===== src/hdl/gya_pkg.sv =====
package gya_pkg;

    localparam int CORDIC_STEPS = 28;
    localparam int STEP_W       = 5;
    localparam int CW           = 38;
    localparam int ZW           = 34;
    localparam int YAW_W        = 18;
    localparam int CFG_W        = 32;
    localparam int CFG_IDX_W    = 3;
    localparam int ROT_GAIN     = 652032874;

    localparam logic [CFG_IDX_W-1:0] CFG_YAW_OFFSET     = 3'd0;
    localparam logic [CFG_IDX_W-1:0] CFG_MIN_DIFFERENCE = 3'd1;
    localparam logic [CFG_IDX_W-1:0] CFG_MAX_DIFFERENCE = 3'd2;
    localparam logic [CFG_IDX_W-1:0] CFG_MIN_SPEED      = 3'd3;
    localparam logic [CFG_IDX_W-1:0] CFG_MAX_VARIANCE   = 3'd4;
    localparam logic [CFG_IDX_W-1:0] CFG_STRAIGHT_TOL   = 3'd5;

    typedef enum logic [1:0] {
        ACT_IMU = 2'd0,
        ACT_GPS = 2'd1,
        ACT_FIX = 2'd2,
        ACT_JAM = 2'd3
    } t_action;

    typedef enum logic [3:0] {
        S_IDLE,
        S_MUL,
        S_VLD,
        S_VEC,
        S_HEAD,
        S_WIN,
        S_RLD,
        S_ROT,
        S_DONE
    } t_state;

    typedef enum logic [2:0] {
        W_IDLE,
        W_SUM,
        W_CHK,
        W_DIV,
        W_DONE
    } t_win_state;

    typedef struct packed {
        logic wr;
        logic start;
    } t_win_ctl;

    typedef struct packed {
        logic done;
        logic pass;
    } t_win_sts;

    function automatic logic [31:0] atan_entry(input logic [STEP_W-1:0] i);
        logic [31:0] v;
        case (i)
            5'd0:    v = 32'd536870912;
            5'd1:    v = 32'd316933406;
            5'd2:    v = 32'd167458907;
            5'd3:    v = 32'd85004756;
            5'd4:    v = 32'd42667331;
            5'd5:    v = 32'd21354465;
            5'd6:    v = 32'd10679838;
            5'd7:    v = 32'd5340245;
            5'd8:    v = 32'd2670163;
            5'd9:    v = 32'd1335087;
            5'd10:   v = 32'd667544;
            5'd11:   v = 32'd333772;
            5'd12:   v = 32'd166886;
            5'd13:   v = 32'd83443;
            5'd14:   v = 32'd41722;
            5'd15:   v = 32'd20861;
            5'd16:   v = 32'd10430;
            5'd17:   v = 32'd5215;
            5'd18:   v = 32'd2608;
            5'd19:   v = 32'd1304;
            5'd20:   v = 32'd652;
            5'd21:   v = 32'd326;
            5'd22:   v = 32'd163;
            5'd23:   v = 32'd81;
            5'd24:   v = 32'd41;
            5'd25:   v = 32'd20;
            5'd26:   v = 32'd10;
            5'd27:   v = 32'd5;
            default: v = 32'd0;
        endcase
        return v;
    endfunction

endpackage


===== src/hdl/gya_in_if.sv =====
interface gya_in_if;
    logic               valid;
    logic               ready;
    logic [1:0]         action;
    logic signed [15:0] quat_w;
    logic signed [15:0] quat_x;
    logic signed [15:0] quat_y;
    logic signed [15:0] quat_z;
    logic signed [15:0] vel_x;
    logic signed [15:0] vel_y;
    logic [31:0]        variance;

    modport source (output valid, action, quat_w, quat_x, quat_y, quat_z, vel_x, vel_y,
                    variance, input ready);
    modport sink (input valid, action, quat_w, quat_x, quat_y, quat_z, vel_x, vel_y,
                  variance, output ready);
endinterface


===== src/hdl/gya_out_if.sv =====
interface gya_out_if;
    logic               valid;
    logic               ready;
    logic signed [15:0] out_quat_w;
    logic signed [15:0] out_quat_z;
    logic signed [17:0] corrected_yaw;
    logic               correction_updated;

    modport source (output valid, out_quat_w, out_quat_z, corrected_yaw, correction_updated,
                    input ready);
    modport sink (input valid, out_quat_w, out_quat_z, corrected_yaw, correction_updated,
                  output ready);
endinterface


===== src/hdl/gya_cordic.sv =====
module gya_cordic import gya_pkg::*; (
    input  logic                 i_clk,
    input  logic                 i_rst_n,
    input  logic                 i_start,
    input  logic                 i_vec,
    input  logic signed [CW-1:0] i_x,
    input  logic signed [CW-1:0] i_y,
    input  logic signed [ZW-1:0] i_z,
    output logic                 o_done,
    output logic signed [CW-1:0] o_x,
    output logic signed [CW-1:0] o_y,
    output logic signed [ZW-1:0] o_z
);

    logic                 r_run;
    logic                 r_done;
    logic [STEP_W-1:0]    r_step;
    logic                 r_vec;
    logic                 r_zero;
    logic signed [CW-1:0] r_x;
    logic signed [CW-1:0] r_y;
    logic signed [ZW-1:0] r_z;

    logic signed [CW-1:0] dx;
    logic signed [CW-1:0] dy;
    logic signed [ZW-1:0] dz;
    logic                 dir;

    assign dx  = r_y >>> r_step;
    assign dy  = r_x >>> r_step;
    assign dz  = signed'({2'b00, atan_entry(r_step)});
    assign dir = r_vec ? (!r_y[CW-1] && (r_y != '0)) : r_z[ZW-1];

    always_ff @(posedge i_clk) begin
        if (!i_rst_n) begin
            r_run  <= 1'b0;
            r_done <= 1'b0;
            r_step <= '0;
        end else begin
            r_done <= 1'b0;
            if (i_start) begin
                r_run  <= 1'b1;
                r_step <= '0;
            end else if (r_run) begin
                r_step <= r_step + 1'b1;
                if (r_step == STEP_W'(CORDIC_STEPS - 1)) begin
                    r_run  <= 1'b0;
                    r_done <= 1'b1;
                end
            end
        end
    end

    always_ff @(posedge i_clk) begin
        if (i_start) begin
            r_vec  <= i_vec;
            r_zero <= i_vec && (i_x == '0) && (i_y == '0);
            if (i_vec && i_x[CW-1]) begin
                if (!i_y[CW-1]) begin
                    r_x <= i_y;
                    r_y <= -i_x;
                    r_z <= ZW'(34'h040000000);
                end else begin
                    r_x <= -i_y;
                    r_y <= i_x;
                    r_z <= ZW'(34'h0C0000000);
                end
            end else begin
                r_x <= i_x;
                r_y <= i_y;
                r_z <= i_vec ? '0 : i_z;
            end
        end else if (r_run) begin
            if (dir) begin
                r_x <= r_x + dx;
                r_y <= r_y - dy;
                r_z <= r_z + dz;
            end else begin
                r_x <= r_x - dx;
                r_y <= r_y + dy;
                r_z <= r_z - dz;
            end
        end
    end

    assign o_done = r_done;
    assign o_x    = r_x;
    assign o_y    = r_y;
    assign o_z    = r_zero ? '0 : r_z;

endmodule


===== src/hdl/gya_window.sv =====
module gya_window import gya_pkg::*; #(
    parameter int N = 10,
    parameter int A = 16
) (
    input  logic                i_clk,
    input  logic                i_rst_n,
    input  t_win_ctl            i_ctl,
    input  logic signed [A-1:0] i_heading,
    input  logic [14:0]         i_tol,
    output t_win_sts            o_sts,
    output logic signed [A-1:0] o_mean
);

    localparam int IW   = $clog2(N);
    localparam int CNTW = $clog2(N + 1);
    localparam int KW   = ((A > 15) ? A : 15) + $clog2(N) + 3;
    localparam int DVW  = A + $clog2(N) + 2;
    localparam int DSH  = DVW + $clog2(2 * N);
    localparam int RW   = DVW + 1;
    localparam int PW   = DVW + RW;
    localparam longint RCP = ((longint'(1) <<< DSH) + longint'(2 * N - 1)) / longint'(2 * N);
    localparam logic [RW-1:0]        RECIP = RW'(RCP);
    localparam logic signed [KW-1:0] NK    = KW'(N);

    logic signed [A-1:0] r_mem [N];
    logic [IW-1:0]       r_wpos;
    logic [CNTW-1:0]     r_cnt;
    t_win_state          r_state;
    t_win_state          n_state;
    logic [CNTW-1:0]     r_idx;
    logic signed [A-1:0] r_rd;
    logic signed [KW-1:0] r_sum;
    logic                r_fail;
    logic [DVW-1:0]      r_dvd;
    logic [A-1:0]        r_q;

    logic [IW-1:0]        rd_addr;
    logic signed [KW-1:0] hx;
    logic signed [KW-1:0] dev;
    logic signed [KW-1:0] adev;
    logic signed [KW-1:0] tol_k;
    logic signed [KW-1:0] tol_n;
    logic signed [KW-1:0] dvd_k;
    logic [PW-1:0]        qprod;
    logic                 full;
    logic                 last_idx;

    assign full     = (r_cnt == CNTW'(N));
    assign last_idx = (r_idx == CNTW'(N));
    assign rd_addr  = (r_idx < CNTW'(N)) ? r_idx[IW-1:0] : '0;
    assign hx       = KW'(r_rd);
    assign dev      = hx * NK - r_sum;
    assign adev     = dev[KW-1] ? -dev : dev;
    assign tol_k    = KW'(i_tol);
    assign tol_n    = tol_k * NK;
    assign dvd_k    = (r_sum <<< 1) + NK + (NK <<< A);
    // floor division by 2n as a reciprocal multiplication
    assign qprod    = PW'(r_dvd) * PW'(RECIP);

    always_ff @(posedge i_clk) begin
        if (i_ctl.wr) begin
            r_mem[r_wpos] <= i_heading;
        end
        r_rd <= r_mem[rd_addr];
    end

    always_ff @(posedge i_clk) begin
        if (!i_rst_n) begin
            r_wpos  <= '0;
            r_cnt   <= '0;
            r_state <= W_IDLE;
            r_idx   <= '0;
        end else begin
            r_state <= n_state;
            if (i_ctl.wr) begin
                r_wpos <= (r_wpos == IW'(N - 1)) ? '0 : r_wpos + 1'b1;
                if (!full) begin
                    r_cnt <= r_cnt + 1'b1;
                end
            end
            case (r_state)
                W_IDLE: begin
                    r_idx <= '0;
                end
                W_SUM, W_CHK: begin
                    r_idx <= last_idx ? '0 : r_idx + 1'b1;
                end
                default: begin
                    r_idx <= '0;
                end
            endcase
        end
    end

    always_ff @(posedge i_clk) begin
        case (r_state)
            W_IDLE: begin
                if (i_ctl.start) begin
                    r_sum  <= '0;
                    r_fail <= !full;
                end
            end
            W_SUM: begin
                if (r_idx != '0) begin
                    r_sum <= r_sum + hx;
                end
            end
            W_CHK: begin
                if ((r_idx != '0) && (adev > tol_n)) begin
                    r_fail <= 1'b1;
                end
                if (last_idx) begin
                    r_dvd <= dvd_k[DVW-1:0];
                end
            end
            W_DIV: begin
                r_q <= qprod[DSH +: A];
            end
            default: begin
            end
        endcase
    end

    always_comb begin
        n_state = r_state;
        case (r_state)
            W_IDLE: begin
                if (i_ctl.start) begin
                    n_state = full ? W_SUM : W_DONE;
                end
            end
            W_SUM: begin
                if (last_idx) begin
                    n_state = W_CHK;
                end
            end
            W_CHK: begin
                if (last_idx) begin
                    n_state = W_DIV;
                end
            end
            W_DIV: begin
                n_state = W_DONE;
            end
            W_DONE: begin
                n_state = W_IDLE;
            end
            default: begin
                n_state = W_IDLE;
            end
        endcase
    end

    always_comb begin
        o_sts.done = (r_state == W_DONE);
        o_sts.pass = !r_fail;
    end

    assign o_mean = {~r_q[A-1], r_q[A-2:0]};

endmodule


===== src/hdl/gps_imu_yaw_alignment.sv =====
// Yaw alignment of an IMU orientation against GPS course over ground. Beats carry an action:
// a GPS velocity beat runs 3 multiplier steps and a 28-step CORDIC vectoring pass and yields
// no result; fix and jamming variance beats only load a variance register and the block stays
// ready. An IMU beat runs the window check only when the gates pass, and the check fails
// while the window is not yet full. The block uses one shared 17x17 multiplier, one shared
// CORDIC unit (vectoring for headings and yaw, rotation for the output half-angle sine and
// cosine, 28 iterations each), and a window walk that reads one stored heading per cycle
// and takes the mean with one reciprocal multiplication. The block takes one beat at a time;
// a finished result waits in an output register while the next beat is accepted.
// Configuration writes are taken at any time but are meant for an idle block.
module gps_imu_yaw_alignment import gya_pkg::*; #(
    parameter int WINDOW_LEN = 10,
    parameter int ANGLE_BITS = 16
) (
    input  logic                 i_clk,
    input  logic                 i_rst_n,
    input  logic                 i_cfg_we,
    input  logic [CFG_IDX_W-1:0] i_cfg_idx,
    input  logic [CFG_W-1:0]     i_cfg_data,
    gya_in_if.sink               i_item,
    gya_out_if.source            o_result
);

    localparam int A = ANGLE_BITS;

    logic signed [15:0]    r_yaw_offset;
    logic [14:0]           r_min_diff;
    logic [15:0]           r_max_diff;
    logic [14:0]           r_min_speed;
    logic [31:0]           r_max_var;
    logic [14:0]           r_tol;

    t_state                r_state;
    t_state                n_state;
    t_action               r_act;
    logic signed [15:0]    r_qw;
    logic signed [15:0]    r_qx;
    logic signed [15:0]    r_qy;
    logic signed [15:0]    r_qz;
    logic signed [15:0]    r_vx;
    logic signed [15:0]    r_vy;
    logic [31:0]           r_fix;
    logic [31:0]           r_jam;
    logic signed [A-1:0]   r_last_heading;
    logic                  r_speed_ok;
    logic signed [YAW_W-1:0] r_corr;
    logic [1:0]            r_k;
    logic signed [35:0]    r_acc;
    logic signed [35:0]    r_part;
    logic signed [A-1:0]   r_yaw;
    logic                  r_upd;
    logic signed [YAW_W-1:0] r_cy;
    logic                  r_flip;

    logic                  r_ov;
    logic signed [15:0]    r_oqw;
    logic signed [15:0]    r_oqz;
    logic signed [YAW_W-1:0] r_oyaw;
    logic                  r_oupd;

    logic                  accept;
    logic                  mul_last;
    logic signed [16:0]    mul_a;
    logic signed [16:0]    mul_b;
    logic signed [33:0]    prod;
    logic                  c_start;
    logic                  c_vec;
    logic signed [CW-1:0]  c_x;
    logic signed [CW-1:0]  c_y;
    logic signed [ZW-1:0]  c_z;
    logic                  c_done;
    logic signed [CW-1:0]  c_ox;
    logic signed [CW-1:0]  c_oy;
    logic signed [ZW-1:0]  c_oz;
    logic [31:0]           zsum;
    logic signed [A-1:0]   ang;
    logic signed [31:0]    diff;
    logic [31:0]           adiff;
    logic                  gate;
    t_win_ctl              win_ctl;
    t_win_sts              win_sts;
    logic signed [A-1:0]   win_mean;
    logic signed [31:0]    corr_w;
    logic signed [31:0]    cy_w;
    logic signed [YAW_W-1:0] cy;
    logic [63:0]           hw;
    logic [31:0]           h;
    logic                  flip;
    logic signed [CW-1:0]  xf;
    logic signed [CW-1:0]  yf;
    logic signed [CW-1:0]  xr;
    logic signed [CW-1:0]  yr;
    logic signed [15:0]    qw_sat;
    logic signed [15:0]    qz_sat;
    logic                  out_free;

    assign accept   = i_item.valid && i_item.ready;
    assign out_free = !r_ov || o_result.ready;

    // configuration registers
    always_ff @(posedge i_clk) begin
        if (!i_rst_n) begin
            r_yaw_offset <= '0;
            r_min_diff   <= 15'd364;
            r_max_diff   <= 16'd16384;
            r_min_speed  <= 15'd50;
            r_max_var    <= 32'd400;
            r_tol        <= 15'd182;
        end else if (i_cfg_we) begin
            case (i_cfg_idx)
                CFG_YAW_OFFSET:     r_yaw_offset <= i_cfg_data[15:0];
                CFG_MIN_DIFFERENCE: r_min_diff   <= i_cfg_data[14:0];
                CFG_MAX_DIFFERENCE: r_max_diff   <= i_cfg_data[15:0];
                CFG_MIN_SPEED:      r_min_speed  <= i_cfg_data[14:0];
                CFG_MAX_VARIANCE:   r_max_var    <= i_cfg_data[31:0];
                CFG_STRAIGHT_TOL:   r_tol        <= i_cfg_data[14:0];
                default: begin
                end
            endcase
        end
    end

    // shared multiplier operand select
    always_comb begin
        mul_a = 17'(r_qw);
        mul_b = 17'(r_qz);
        if (r_act == ACT_GPS) begin
            case (r_k)
                2'd0: begin
                    mul_a = 17'(r_vx);
                    mul_b = 17'(r_vx);
                end
                2'd1: begin
                    mul_a = 17'(r_vy);
                    mul_b = 17'(r_vy);
                end
                default: begin
                    mul_a = signed'({2'b00, r_min_speed});
                    mul_b = signed'({2'b00, r_min_speed});
                end
            endcase
        end else begin
            case (r_k)
                2'd0: begin
                    mul_a = 17'(r_qw);
                    mul_b = 17'(r_qz);
                end
                2'd1: begin
                    mul_a = 17'(r_qx);
                    mul_b = 17'(r_qy);
                end
                2'd2: begin
                    mul_a = 17'(r_qy);
                    mul_b = 17'(r_qy);
                end
                default: begin
                    mul_a = 17'(r_qz);
                    mul_b = 17'(r_qz);
                end
            endcase
        end
    end

    assign prod     = mul_a * mul_b;
    assign mul_last = (r_act == ACT_GPS) ? (r_k == 2'd2) : (r_k == 2'd3);

    // heading from cordic angle, half-up rounding
    assign zsum = c_oz[31:0] + (32'd1 << (31 - A));
    assign ang  = zsum[31:32-A];

    assign diff  = 32'(r_last_heading) - 32'(ang);
    assign adiff = diff[31] ? 32'(-diff) : 32'(diff);
    assign gate  = (adiff > 32'(r_min_diff)) && (adiff < 32'(r_max_diff)) && r_speed_ok &&
                   (r_fix < r_max_var) && (r_jam < r_max_var);

    assign corr_w = 32'(win_mean) - 32'(r_yaw);
    assign cy_w   = 32'(r_yaw) + 32'(r_yaw_offset) + 32'(r_corr);
    assign cy     = cy_w[YAW_W-1:0];
    assign hw     = 64'(cy) << (31 - A);
    assign h      = hw[31:0];
    assign flip   = h[31] ^ h[30];

    // cordic operand select
    always_comb begin
        c_vec = (r_state == S_VLD);
        c_z   = signed'(ZW'(signed'({h[31] ^ flip, h[30:0]})));
        if (r_state == S_VLD) begin
            if (r_act == ACT_GPS) begin
                c_x = CW'(r_vx) <<< 16;
                c_y = CW'(r_vy) <<< 16;
            end else begin
                c_x = (CW'(1) <<< 30) - (CW'(r_acc) <<< 1);
                c_y = CW'(r_part) <<< 1;
            end
        end else begin
            c_x = CW'(ROT_GAIN);
            c_y = '0;
        end
    end

    // output rounding and saturation
    assign xf = r_flip ? -c_ox : c_ox;
    assign yf = r_flip ? -c_oy : c_oy;
    assign xr = (xf + (CW'(1) <<< 14)) >>> 15;
    assign yr = (yf + (CW'(1) <<< 14)) >>> 15;

    always_comb begin
        if (xr > CW'(32767)) begin
            qw_sat = 16'sd32767;
        end else if (xr < -CW'(32768)) begin
            qw_sat = -16'sd32768;
        end else begin
            qw_sat = xr[15:0];
        end
        if (yr > CW'(32767)) begin
            qz_sat = 16'sd32767;
        end else if (yr < -CW'(32768)) begin
            qz_sat = -16'sd32768;
        end else begin
            qz_sat = yr[15:0];
        end
    end

    // next state
    always_comb begin
        n_state = r_state;
        case (r_state)
            S_IDLE: begin
                if (accept && !i_item.action[1]) begin
                    n_state = S_MUL;
                end
            end
            S_MUL: begin
                if (mul_last) begin
                    n_state = S_VLD;
                end
            end
            S_VLD: begin
                n_state = S_VEC;
            end
            S_VEC: begin
                if (c_done) begin
                    n_state = S_HEAD;
                end
            end
            S_HEAD: begin
                if (r_act == ACT_GPS) begin
                    n_state = S_IDLE;
                end else begin
                    n_state = gate ? S_WIN : S_RLD;
                end
            end
            S_WIN: begin
                if (win_sts.done) begin
                    n_state = S_RLD;
                end
            end
            S_RLD: begin
                n_state = S_ROT;
            end
            S_ROT: begin
                if (c_done) begin
                    n_state = S_DONE;
                end
            end
            S_DONE: begin
                if (out_free) begin
                    n_state = S_IDLE;
                end
            end
            default: begin
                n_state = S_IDLE;
            end
        endcase
    end

    // control outputs
    always_comb begin
        i_item.ready  = (r_state == S_IDLE);
        c_start       = (r_state == S_VLD) || (r_state == S_RLD);
        win_ctl.wr    = (r_state == S_HEAD) && (r_act == ACT_GPS);
        win_ctl.start = (r_state == S_HEAD) && (r_act != ACT_GPS) && gate;
    end

    always_ff @(posedge i_clk) begin
        if (!i_rst_n) begin
            r_state        <= S_IDLE;
            r_fix          <= '0;
            r_jam          <= '0;
            r_last_heading <= '0;
            r_speed_ok     <= 1'b0;
            r_corr         <= '0;
            r_ov           <= 1'b0;
            r_k            <= '0;
        end else begin
            r_state <= n_state;
            case (r_state)
                S_IDLE: begin
                    r_k <= '0;
                    if (accept && (i_item.action == ACT_FIX)) begin
                        r_fix <= i_item.variance;
                    end
                    if (accept && (i_item.action == ACT_JAM)) begin
                        r_jam <= i_item.variance;
                    end
                end
                S_MUL: begin
                    r_k <= r_k + 1'b1;
                end
                S_HEAD: begin
                    if (r_act == ACT_GPS) begin
                        r_last_heading <= ang;
                        r_speed_ok     <= (r_part > r_acc);
                    end
                end
                S_WIN: begin
                    if (win_sts.done && win_sts.pass) begin
                        r_corr <= corr_w[YAW_W-1:0];
                    end
                end
                default: begin
                end
            endcase
            if ((r_state == S_DONE) && out_free) begin
                r_ov <= 1'b1;
            end else if (o_result.ready) begin
                r_ov <= 1'b0;
            end
        end
    end

    always_ff @(posedge i_clk) begin
        case (r_state)
            S_IDLE: begin
                if (accept) begin
                    r_act <= t_action'(i_item.action);
                    r_qw  <= i_item.quat_w;
                    r_qx  <= i_item.quat_x;
                    r_qy  <= i_item.quat_y;
                    r_qz  <= i_item.quat_z;
                    r_vx  <= i_item.vel_x;
                    r_vy  <= i_item.vel_y;
                end
            end
            S_MUL: begin
                r_acc <= r_k[0] ? (r_acc + 36'(prod)) : 36'(prod);
                if (r_k == 2'd1) begin
                    r_part <= r_acc + 36'(prod);
                end
            end
            S_HEAD: begin
                r_yaw <= ang;
                r_upd <= 1'b0;
            end
            S_WIN: begin
                if (win_sts.done && win_sts.pass) begin
                    r_upd <= 1'b1;
                end
            end
            S_RLD: begin
                r_cy   <= cy;
                r_flip <= flip;
            end
            S_DONE: begin
                if (out_free) begin
                    r_oqw  <= qw_sat;
                    r_oqz  <= qz_sat;
                    r_oyaw <= r_cy;
                    r_oupd <= r_upd;
                end
            end
            default: begin
            end
        endcase
    end

    gya_cordic u_cordic (
        .i_clk   (i_clk),
        .i_rst_n (i_rst_n),
        .i_start (c_start),
        .i_vec   (c_vec),
        .i_x     (c_x),
        .i_y     (c_y),
        .i_z     (c_z),
        .o_done  (c_done),
        .o_x     (c_ox),
        .o_y     (c_oy),
        .o_z     (c_oz)
    );

    gya_window #(
        .N (WINDOW_LEN),
        .A (ANGLE_BITS)
    ) u_window (
        .i_clk     (i_clk),
        .i_rst_n   (i_rst_n),
        .i_ctl     (win_ctl),
        .i_heading (ang),
        .i_tol     (r_tol),
        .o_sts     (win_sts),
        .o_mean    (win_mean)
    );

    assign o_result.valid              = r_ov;
    assign o_result.out_quat_w         = r_oqw;
    assign o_result.out_quat_z         = r_oqz;
    assign o_result.corrected_yaw      = r_oyaw;
    assign o_result.correction_updated = r_oupd;

endmodule


===== src/flat_wrapper.sv =====
// flat-port wrapper written by rule: the top's interface ports become plain ports
module gps_imu_yaw_alignment_flat import gya_pkg::*;
#(
    parameter int WINDOW_LEN = 10,
    parameter int ANGLE_BITS = 16
)
  (i_clk, i_rst_n, i_cfg_we, i_cfg_idx, i_cfg_data, i_item_valid, i_item_action, i_item_quat_w, i_item_quat_x, i_item_quat_y, i_item_quat_z, i_item_vel_x, i_item_vel_y, i_item_variance, i_item_ready, o_result_valid, o_result_out_quat_w, o_result_out_quat_z, o_result_corrected_yaw, o_result_correction_updated, o_result_ready);
  gya_in_if i_item_i ();
  gya_out_if o_result_i ();
  input  logic i_clk;
  input  logic i_rst_n;
  input  logic i_cfg_we;
  input  logic [CFG_IDX_W-1:0] i_cfg_idx;
  input  logic [CFG_W-1:0] i_cfg_data;
  input wire logic [$bits(i_item_i.valid)-1:0] i_item_valid;
  input wire logic [$bits(i_item_i.action)-1:0] i_item_action;
  input wire logic [$bits(i_item_i.quat_w)-1:0] i_item_quat_w;
  input wire logic [$bits(i_item_i.quat_x)-1:0] i_item_quat_x;
  input wire logic [$bits(i_item_i.quat_y)-1:0] i_item_quat_y;
  input wire logic [$bits(i_item_i.quat_z)-1:0] i_item_quat_z;
  input wire logic [$bits(i_item_i.vel_x)-1:0] i_item_vel_x;
  input wire logic [$bits(i_item_i.vel_y)-1:0] i_item_vel_y;
  input wire logic [$bits(i_item_i.variance)-1:0] i_item_variance;
  output wire logic [$bits(i_item_i.ready)-1:0] i_item_ready;
  output wire logic [$bits(o_result_i.valid)-1:0] o_result_valid;
  output wire logic [$bits(o_result_i.out_quat_w)-1:0] o_result_out_quat_w;
  output wire logic [$bits(o_result_i.out_quat_z)-1:0] o_result_out_quat_z;
  output wire logic [$bits(o_result_i.corrected_yaw)-1:0] o_result_corrected_yaw;
  output wire logic [$bits(o_result_i.correction_updated)-1:0] o_result_correction_updated;
  input wire logic [$bits(o_result_i.ready)-1:0] o_result_ready;
  assign i_item_i.valid = i_item_valid;
  assign i_item_i.action = i_item_action;
  assign i_item_i.quat_w = i_item_quat_w;
  assign i_item_i.quat_x = i_item_quat_x;
  assign i_item_i.quat_y = i_item_quat_y;
  assign i_item_i.quat_z = i_item_quat_z;
  assign i_item_i.vel_x = i_item_vel_x;
  assign i_item_i.vel_y = i_item_vel_y;
  assign i_item_i.variance = i_item_variance;
  assign i_item_ready = i_item_i.ready;
  assign o_result_valid = o_result_i.valid;
  assign o_result_out_quat_w = o_result_i.out_quat_w;
  assign o_result_out_quat_z = o_result_i.out_quat_z;
  assign o_result_corrected_yaw = o_result_i.corrected_yaw;
  assign o_result_correction_updated = o_result_i.correction_updated;
  assign o_result_i.ready = o_result_ready;
  gps_imu_yaw_alignment #(.WINDOW_LEN(WINDOW_LEN), .ANGLE_BITS(ANGLE_BITS)) u_core (.i_clk(i_clk), .i_rst_n(i_rst_n), .i_cfg_we(i_cfg_we), .i_cfg_idx(i_cfg_idx), .i_cfg_data(i_cfg_data), .i_item(i_item_i), .o_result(o_result_i));
endmodule

===== config.mk =====
export PLATFORM = sky130hd
export DESIGN_NAME = gps_imu_yaw_alignment_flat
export DESIGN_NICKNAME = d
export VERILOG_FILES = /design/src/hdl/gya_pkg.sv /design/src/hdl/gya_in_if.sv /design/src/hdl/gya_out_if.sv /design/src/hdl/gya_cordic.sv /design/src/hdl/gya_window.sv /design/src/hdl/gps_imu_yaw_alignment.sv /design/src/flat_wrapper.sv
export SDC_FILE = /design/constraint.sdc
export NUM_CORES = 2
export LEC_CHECK = 0
export ABC_AREA = 1
export BUFFER_PORTS_ARGS = -buffer_cell sky130_fd_sc_hd__buf_2
export CAP_MARGIN = 20
export CORE_UTILIZATION = 55
export DETAILED_ROUTE_END_ITERATION = 10
export PLACE_DENSITY = 0.72
export SLEW_MARGIN = 20
export SYNTH_ARGS = -nofsm -noshare
export SYNTH_HDL_FRONTEND = slang
export SYNTH_SLANG_ARGS = --single-unit
export TNS_END_PERCENT = 5

===== constraint.sdc =====
create_clock -name i_clk -period 13.26 [get_ports i_clk]
set_input_delay 0.663 -clock i_clk [delete_from_list [all_inputs] [get_ports i_clk]]
set_output_delay 0.663 -clock i_clk [all_outputs]
set_load 0.02 [all_outputs]

==> impl_metrics.yaml <==
setup_path:
  crit_family: "adder cells"
  cp.arrival_ps: 11780
  critPathKind: "register to register"
  cp_common_cell: "nand2_1"
  required_ps: 13830
  critPathLaunchType: "register"
  end_kind: "register"
  r2r_slack_ps: 2050
  slowest_delay_ps: 780
  cp_slowest_cell: "ha_1"
  crit_fanout: 39
  critPathBufInv: 8
cells_and_area:
  layout.nets: 12608
  finalCoreUtilization: 0.5996
  fillCellCount: 13932
  final_cell_area_mm2: 0.09024
  final_common_cell: "nand2_1"
  area_growth_pct: 7.624
  drive_gt1_frac: 0.06025
  final_cell_mix: "nand2_1 (2,474), inv_1 (1,638), nor2_1 (1,214)"
detailed_routing:
  drt_first_pass_iters: 7
  ant_nets: 0
  drc: 0
  wire_per_inst_um: 21.31
  viasPerCell: 5.807
  wirelength_um: 285100
  num_vias: 77664
  drtIter0Drc: 7796
clocking:
  ctsResizeCount: 0
  cts_sinks: 872
  clk_latency_ps: 780
  path_clk_slew_ps: 60
  cts-buffers-inserted: 97
  cts_hold_buf: 0
  cts_tree: "built"
  cts-root-buf: "clkbuf_16"
  htreeDepth: 3
  post-cts-setup-buffer-count: 0
  clk_path_buf_depth: 3
yosys:
  async_flop_share: 0
  synth_edf_count: 590
  syn-instance-count: 11186
  syn-num-nets: 12523
  syn_avg_cell_area_um2: 7.495
  ys_ff_latch: 872
  ys_seq_area_frac: 0.2786
  syn_area_mm2: 0.08384
  yosysWarnings: 0
  synth.distinct_cells: 77
  dominantRegCellSynth: "edfxtp_1"
floorplanning:
  rows: 142
  core-area_mm2: 0.1505
  initial_utilization: 0.5571
  io_pins: 223
  die_w_um: 392.4
  die_h_um: 392.4
  die-area_mm2: 0.1540
sta:
  holdWs_ps: 83.14
  rsz0062_at_grt: "no"
  maxSlewHeadroom: 0.2124
  period_share: 0.8453
  hold_viol_final: 0
  fmax_mhz: 89.22
  finalClockSkew_ps: 97.74
  layout_min_cycle_time_ps: 11210
  final_max_slew_viol_count: 0
  setup_violations: 0
  finalSetupTns_ps: 0
  worst_pin_slew_ps: 1177
global_route:
  grt_pass1_vias: 73693
  grt_usage: 0.3651
  grt_pass1_wl_um: 430800
  grt_max_degree: 135
  antenna_found_initial: 9
  grt_overflow: 0
placement:
  portBuffers: 222
  gp_congestion: 1.014
  placed_area_mm2: 0.08677
  hpwl_um: 228200
min_path:
  hp-class: "input port to register"
run_status:
  status: "complete, no violations"
flow_run:
  drv_cap: 0
[area by class of cell]
type	count	area [µm²]	area share
diodes	5	12.51	0.0001387
clock buffers	127	2691	0.02983
clock inverters	54	710.7	0.007876
inverters	1668	6261	0.06939
multi-input cells	8333	52950	0.5868
flip-flops and latches	872	23370	0.2590
well taps	2016	2522	0.02795
repair buffers	299	1718	0.01904
[worst paths after layout]
check | start | end | cells past startpoint
max | u_core.r_k[0] | u_core.r_acc[34] | 43
min | i_item_quat_w[5] | u_core.r_qw[5] | 1
max reg2reg | u_core.r_k[0] | u_core.r_acc[34] | 43
min reg2reg | u_core.r_cy[0] | u_core.o_result.corrected_yaw[0] | 0
[layer usage]
metal,routed length [µm],up-vias,track usage
met4,13020,8,0.1498
met1,121100,36833,0.4972
li1,-,36784,-
met3,24940,594,0.06389
met5,39,-,0
met2,126000,3445,0.5726
[cells in the mapped netlist (all sizes together), types with 26 or more instances]
master,instances,area [µm²]
xnor2,151,1323
o21a,37,277.8
a31oi,70,444.2
o211ai,98,735.7
buf,119,659.4
o22ai,26,168.9
o21ai,660,3322
nand3,725,3676
o221ai,59,516.8
nor2,1296,5207
edfxtp,590,17720
xor2,285,2519
nand4,114,713.2
nand2,2549,9828
clkbuf,194,728.2
a21o,28,210.2
nor3,169,855.8
fa,451,9029
ha,716,8959
dfxtp,282,5645
a21oi,684,3427
inv,1661,6235
[cells by family after synthesis]
group | share of synthesized area
buffers and inverters | 0.09123
adder cells (fa/ha/maj) | 0.2145
multiplexers | 0.0009551
XOR/XNOR | 0.04581
flip-flops | 0.2786
AND/OR/NAND/NOR | 0.2499
AO/OA/AOI/OAI | 0.1190
[registers in the layout, summed over array words and instances (netlist names), 17 cells and up]
signal                         cells
u_core.u_cordic.o_x               38
u_core.r_corr                     17
u_core.o_result.corrected_yaw     18
u_core.u_window.r_sum             23
u_core.r_max_var                  32
u_core.r_part                     36
u_core.u_window.r_mem            160
u_core.u_cordic.dz                30
u_core.u_window.r_dvd             21
u_core.r_jam                      32
u_core.u_cordic.o_y               38
u_core.u_cordic.r_z               34
u_core.r_fix                      32
u_core.r_acc                      36
u_core.r_cy                       18
[metrics by stage]
step | setup slack, ps | std cells
finish | 2052 | 13374
detailed placement | 2335 | 13185
floorplan | 3891 | 11186
global placement | 2496 | 13185
global route | 1379 | 13369
CTS | 2206 | 13366
Power is left out: the tool's default activity adds up to more than one toggle a clock period on the data nets, which glitch-free logic cannot reach.
